## config.mk

```make
export PLATFORM = sky130hd
export DESIGN_NAME = pfde_ctrl
export DESIGN_NICKNAME = d
export VERILOG_FILES = /design/src/sv/pfde_pkg.sv /design/src/sv/pfde_ctrl.sv
export SDC_FILE = /design/constraint.sdc
export NUM_CORES = 1
export LEC_CHECK = 0
export ABC_CLOCK_PERIOD_IN_PS = 1100
export BUFFER_PORTS_ARGS = -buffer_cell sky130_fd_sc_hd__buf_2
export CAP_MARGIN = 20
export CORE_AREA = 2 2 39 41
export CTS_BUF_LIST = sky130_fd_sc_hd__clkbuf_8
export DETAILED_ROUTE_END_ITERATION = 8
export DIE_AREA = 0 0 41 43
export PLACE_DENSITY = 0.57
export REMOVE_ABC_BUFFERS = 1
export SYNTH_ARGS = -nofsm -noshare
export SYNTH_HDL_FRONTEND = slang
export SYNTH_SLANG_ARGS = --single-unit
export TNS_END_PERCENT = 100
```

## constraint.sdc

```tcl
create_clock -name clk -period 1.1 [get_ports clk]
set_input_delay 0.22 -clock clk [delete_from_list [all_inputs] [get_ports clk]]
set_output_delay 0.22 -clock clk [all_outputs]
set_load 0.01 [all_outputs]
```

## src/sv/pfde_pkg.sv

```systemverilog
// Shared types and constants for the page framebuffer draw engine.
`default_nettype none
package pfde_pkg;
  localparam int DisplayWidth = 128;
  localparam int DisplayPages = 4;
  localparam int DisplayRows  = DisplayPages * 8;
  localparam int MemDepth     = DisplayWidth * DisplayPages;
  localparam int AddrW        = $clog2(MemDepth);
  localparam int PageW        = (DisplayPages > 1) ? $clog2(DisplayPages) : 1;

  typedef logic [AddrW-1:0] addr_t;

  typedef enum logic [2:0] {
    ACT_FILL   = 3'd0,
    ACT_POINT  = 3'd1,
    ACT_RECT   = 3'd2,
    ACT_DIAG   = 3'd3,
    ACT_GSTART = 3'd4,
    ACT_GBYTE  = 3'd5,
    ACT_READ   = 3'd6,
    ACT_NONE   = 3'd7
  } action_t;

  typedef enum logic [3:0] {
    ST_IDLE, ST_FILL, ST_RD, ST_WR, ST_NEXT, ST_RDOUT, ST_RDWAIT, ST_OUT
  } state_t;

  // Controller to datapath commands.
  typedef struct packed {
    logic load;       // capture the request
    logic fill_wr;    // write fill byte at sweep address, advance sweep
    logic fill_init;  // start sweep with the given byte
    logic mem_rd;     // read the byte at the current pixel
    logic mem_wr;     // write back the modified byte
    logic step;       // advance the walk to the next pixel
    logic rd_out;     // read the readout address
    logic out_load;   // register the readout byte
  } cmd_t;

  // Datapath to controller status.
  typedef struct packed {
    logic fill_last;
    logic walk_done;  // no pixel left to draw
  } sts_t;

  // Address of a pixel byte.
  function automatic addr_t pix_addr(input logic [7:0] col, input logic [7:0] row);
    logic [PageW-1:0] page;
    page = PageW'((DisplayPages - 1) - int'(row >> 3));
    return addr_t'(int'(col) * DisplayPages + int'(page));
  endfunction
endpackage
`default_nettype wire

```

## src/sv/pfde_ctrl.sv

```systemverilog
// Controller state machine for the page framebuffer draw engine.
`default_nettype none
module pfde_ctrl (
  input  wire logic            clk,
  input  wire logic            rst_n,
  input  wire logic            in_valid,
  output logic                 in_ready,
  input  wire logic [2:0]      in_action,
  output logic                 out_valid,
  input  wire logic            out_ready,
  input  wire pfde_pkg::sts_t  sts,
  output pfde_pkg::cmd_t       cmd
);
  import pfde_pkg::*;

  state_t state_r, state_nxt;
  logic   acc;

  assign acc = in_valid && in_ready;

  // Next state.
  always_comb begin
    state_nxt = state_r;
    case (state_r)
      ST_IDLE: begin
        if (acc) begin
          case (action_t'(in_action))
            ACT_FILL:                    state_nxt = ST_FILL;
            ACT_POINT, ACT_RECT,
            ACT_DIAG, ACT_GBYTE:         state_nxt = ST_NEXT;
            ACT_READ:                    state_nxt = ST_RDOUT;
            default:                     state_nxt = ST_IDLE;
          endcase
        end
      end
      ST_FILL:   if (sts.fill_last) state_nxt = ST_IDLE;
      ST_NEXT:   state_nxt = sts.walk_done ? ST_IDLE : ST_RD;
      ST_RD:     state_nxt = ST_WR;
      ST_WR:     state_nxt = ST_NEXT;
      ST_RDOUT:  state_nxt = ST_RDWAIT;
      ST_RDWAIT: state_nxt = ST_OUT;
      ST_OUT:    if (out_ready) state_nxt = ST_IDLE;
      default:   state_nxt = ST_IDLE;
    endcase
  end

  // Outputs.
  always_comb begin
    cmd       = '0;
    in_ready  = 1'b0;
    out_valid = 1'b0;
    case (state_r)
      ST_IDLE: begin
        in_ready       = 1'b1;
        cmd.load       = acc;
        cmd.fill_init  = acc && (action_t'(in_action) == ACT_FILL);
      end
      ST_FILL:   cmd.fill_wr = 1'b1;
      ST_RD:     cmd.mem_rd = 1'b1;
      ST_WR: begin
        cmd.mem_wr = 1'b1;
        cmd.step   = 1'b1;
      end
      ST_RDOUT:  cmd.rd_out = 1'b1;
      ST_RDWAIT: cmd.out_load = 1'b1;
      ST_OUT:    out_valid = 1'b1;
      default:   ;
    endcase
  end

  always_ff @(posedge clk) begin
    if (!rst_n) state_r <= ST_FILL;
    else state_r <= state_nxt;
  end
endmodule
`default_nettype wire

```

Word level (Yosys, flattened, before mapping):

Cells that the tools add are included.

* output and inout port bits: 10
* register bits after elaboration: 4
* input bits: 9
* word-level logic and storage cells: 37

* mux-type cells: 15
* reduce and logical (&&, ||, !) cells: 6
* equality and inequality tests: 15

Operators with widths (number)
* 4-bit case mux with 8 select lines: 1
* 4-bit by 3-bit equality test with 1-bit output (second input constant): 4
* 4-bit 2-to-1 mux: 3
* 3-bit case mux with 3 select lines: 1
* 4-bit by 2-bit equality test with 1-bit output (second input constant): 2
* 1-bit 2-to-1 mux: 8
* 3-bit by 2-bit equality test with 1-bit output (second input constant): 2
* 3-bit equality test (second input constant): 2
* 2-bit != test (second input constant): 3
* 4-bit by 1-bit equality test with 1-bit output (second input constant): 1
* 4-bit zero test: 1
* 2-bit 2-to-1 mux: 2
* 4-bit OR reduction: 1
* 3-bit by 1-bit equality test with 1-bit output (second input constant): 1
* 3-bit zero test: 1
* 3-bit AND reduction: 1
* 1-bit logical AND: 2

Depth between registers and ports, before layout:

* depth in word-level cells: 5
* gate-level depth with buffers: 4
* gate-level depth less buffers: 3

Worst setup path after synthesis:

Ideal clock, no wire load.

* kind: reg2out
* from: register state_r[1]
* to: output cmd[5] (netlist name)
* stages on the path, launching flop included: 4
* required time: 0.880 ns
* buffers on the path: 0
* arrival: 1.139 ns
* path slack: -0.259 ns
* cell sequence: dfxtp_1 > nor3_1 > and2_1 > and3b_1

RTL lines
* start: declaration: line pfde_ctrl.sv:16 `state_t state_r, state_nxt;`
* start signal: assignment: line pfde_ctrl.sv:73 `else state_r <= state_nxt;`
* end: declaration: line pfde_ctrl.sv:12 `output pfde_pkg::cmd_t cmd`

==> metrics <==
filler instances=153; Post-Syn Area per Cell=7.70 µm²; via count=356; min cycle time layout=1.34 ns; max-slew violation count=0; Setup TNS=-1.24 ns; Placer Congestion=0.763; RSZ-0062 raised after global routing=yes; Row Count=14; VDD IR max=890 µV; Ports=19; antenna fix cells=0; Place WS=-0.0413 ns; Worst Path Arrival=1.12 ns; P per Cell Area=1180 nW/µm²; CP Capture Type=output port; Placed Cells incl. Taps=73; clock slew seen by the registers of the worst setup and hold paths=0.03 ns; WL per Instance=10.2 µm; clk_lat worst skew=0.22 ns; Yosys cell types=25; most frequent cells after synthesis=nor2_1, a21oi_1, dfxtp_1, nand2_1, nor3b_1; Largest register FFs=3; TritonCTS Buffers=3; LEAKAGE=0.256 nW; CTS Buffer Depth=2; Final period util=122%; vias in the first global route=341; NumNets Final=72; Vias/cell=4.56; Synth Flop Type=dfxtp_1; Routed Antenna Nets=0; total wire length=793 µm; HPWL after DPL=594 µm; Async SR Flop Fraction=0%; Clock Skews=0.00172 ns; Initial DRT Pass Iterations=2; Mapped Area=293 µm²; CTS tree=built; antenna violations before repair=0; worst-margin pin slew=0.302 ns; Layout area overhead=74.8%; clock root buffer=clkbuf_8; worst min-delay path class=in -> reg; die area=1760 µm²; core area=1380 µm²; chip width=41 µm; Worst Path Required=0.88 ns; CP max FO=2; Die Span Y=43 µm; status=finished with violations; layout cells sized above 1=59.7%; PnR worst setup slack=-0.237 ns; Regs by FF count=state_r x3; Cell Count, Final, Fillers Out=78; Max-slew headroom=79.6%; post-synth top area share=20.5%; failing checks=negative setup slack; Hold Fails Final Rpt=0; DR DRC count=0; Setup crit start kind=register; count leader, synth=nor2_1; total gr overflow=0; Reg2Reg Setup Slack=-0.05 ns; Fmax=748 MHz; Final setup viols=11; Biggest register=state_r; GRT Overall Usage=11.3%; # hold bufs at CTS=0; CTS sink cnt=3; Starting Density=21.2%; largest net degree at the start of global routing=13; I/O Buffers=18; cell count after synthesis=38; number of flops mapped to enable cells by yosys=0; post-synthesis sequential area ratio=20.5%; warnings from Yosys=0; area leader, netlist=dfxtp_1; flip-flop and latch count after synthesis=3; first-pass GRT wire length=1300 µm; main area contributors after synthesis=dfxtp_1, buf_6, nor3b_1; MaxCap Viol Count=0; 1st-iter DRT viols=3; CTS H-Tree Depth=1; WS Path Type=reg -> out
routing by layer:
metal	vias to the layer above	wire length (µm)	track usage, %
li1	184	-	-
met1	160	307	10.9
met2	10	409	18.1
met3	2	55	4.71
met4	0	21	8.00
met5	-	0	0
power by group:
group	internal, mW	total, mW	switching [mW]	leakage, nW
clock	0.238	0.315	0.0774	0.0269
sequential	0.119	0.126	0.00723	0.0256
combinational	0.0866	0.164	0.0776	0.203
per-stage QoR:
stage | total power [mW] | cell area (µm²) | utilization (%) | hold WS (ns)
global route | 0.645 | 512 | 37.0 | 0.224
floorplan | 0.203 | 259 | - | 0.300
finish | 0.605 | 512 | 37.0 | 0.219
CTS | 0.613 | 498 | 36.0 | 0.226
global placement | 0.269 | 407 | 29.4 | 0.454
detailed placement | 0.270 | 407 | 29.4 | 0.451
repair_timing:
action	CTS	global route
gates cloned	0	0
buffers inserted	1	0
pin swaps	2	1
resized for setup	10	4
setup endpoints to repair	12	12
final cells by class:
class                      count  area, µm²  share of cell area (%)
clock buffer                   3       41.3                    8.07
clock inverter                 1       3.75                   0.733
inverter                       1       3.75                   0.733
multi-input combinational     30        224                    43.8
sequential                     3       66.3                    13.0
tap                           16       20.0                    3.91
timing repair buffer          24        153                    29.8
layout by cell type (no fill, tap or decap), types with 2 or more instances in the layout:
master / n
a21oi_1: 3
dfxtp_2: 2
buf_4: 3
nor3b_2: 2
buf_6: 4
nand2_1: 2
buf_2: 17
inv_1: 2
clkbuf_8: 3
nor2_1: 4
final timing paths:
path                      startpoint                 endpoint  cells past startpoint
max          state_r[0]$_SDFFE_PN1P_                   cmd[5]                      4
max reg2reg  state_r[1]$_SDFFE_PN0P_  state_r[0]$_SDFFE_PN1P_                      4
min reg2reg  state_r[1]$_SDFFE_PN0P_  state_r[1]$_SDFFE_PN0P_                      3
min                            rst_n  state_r[0]$_SDFFE_PN1P_                      2
cell families (layout without fill, tap and decap cells):
kind of cell	count (synthesis)	after routing	synth area share, %
buf+inv	5	29	12.8
flops	3	3	20.5
compound gates	10	10	24.8
simple gates	18	18	35.9
xor+xnor	2	2	5.98
worst max-delay path: stages, from the launching register on:
cell     delay, ns
dfxtp_2       0.31
nor3_2        0.17
and2_1        0.16
and3b_1       0.14
buf_2         0.12
Power figures use the tool's default switching activity.
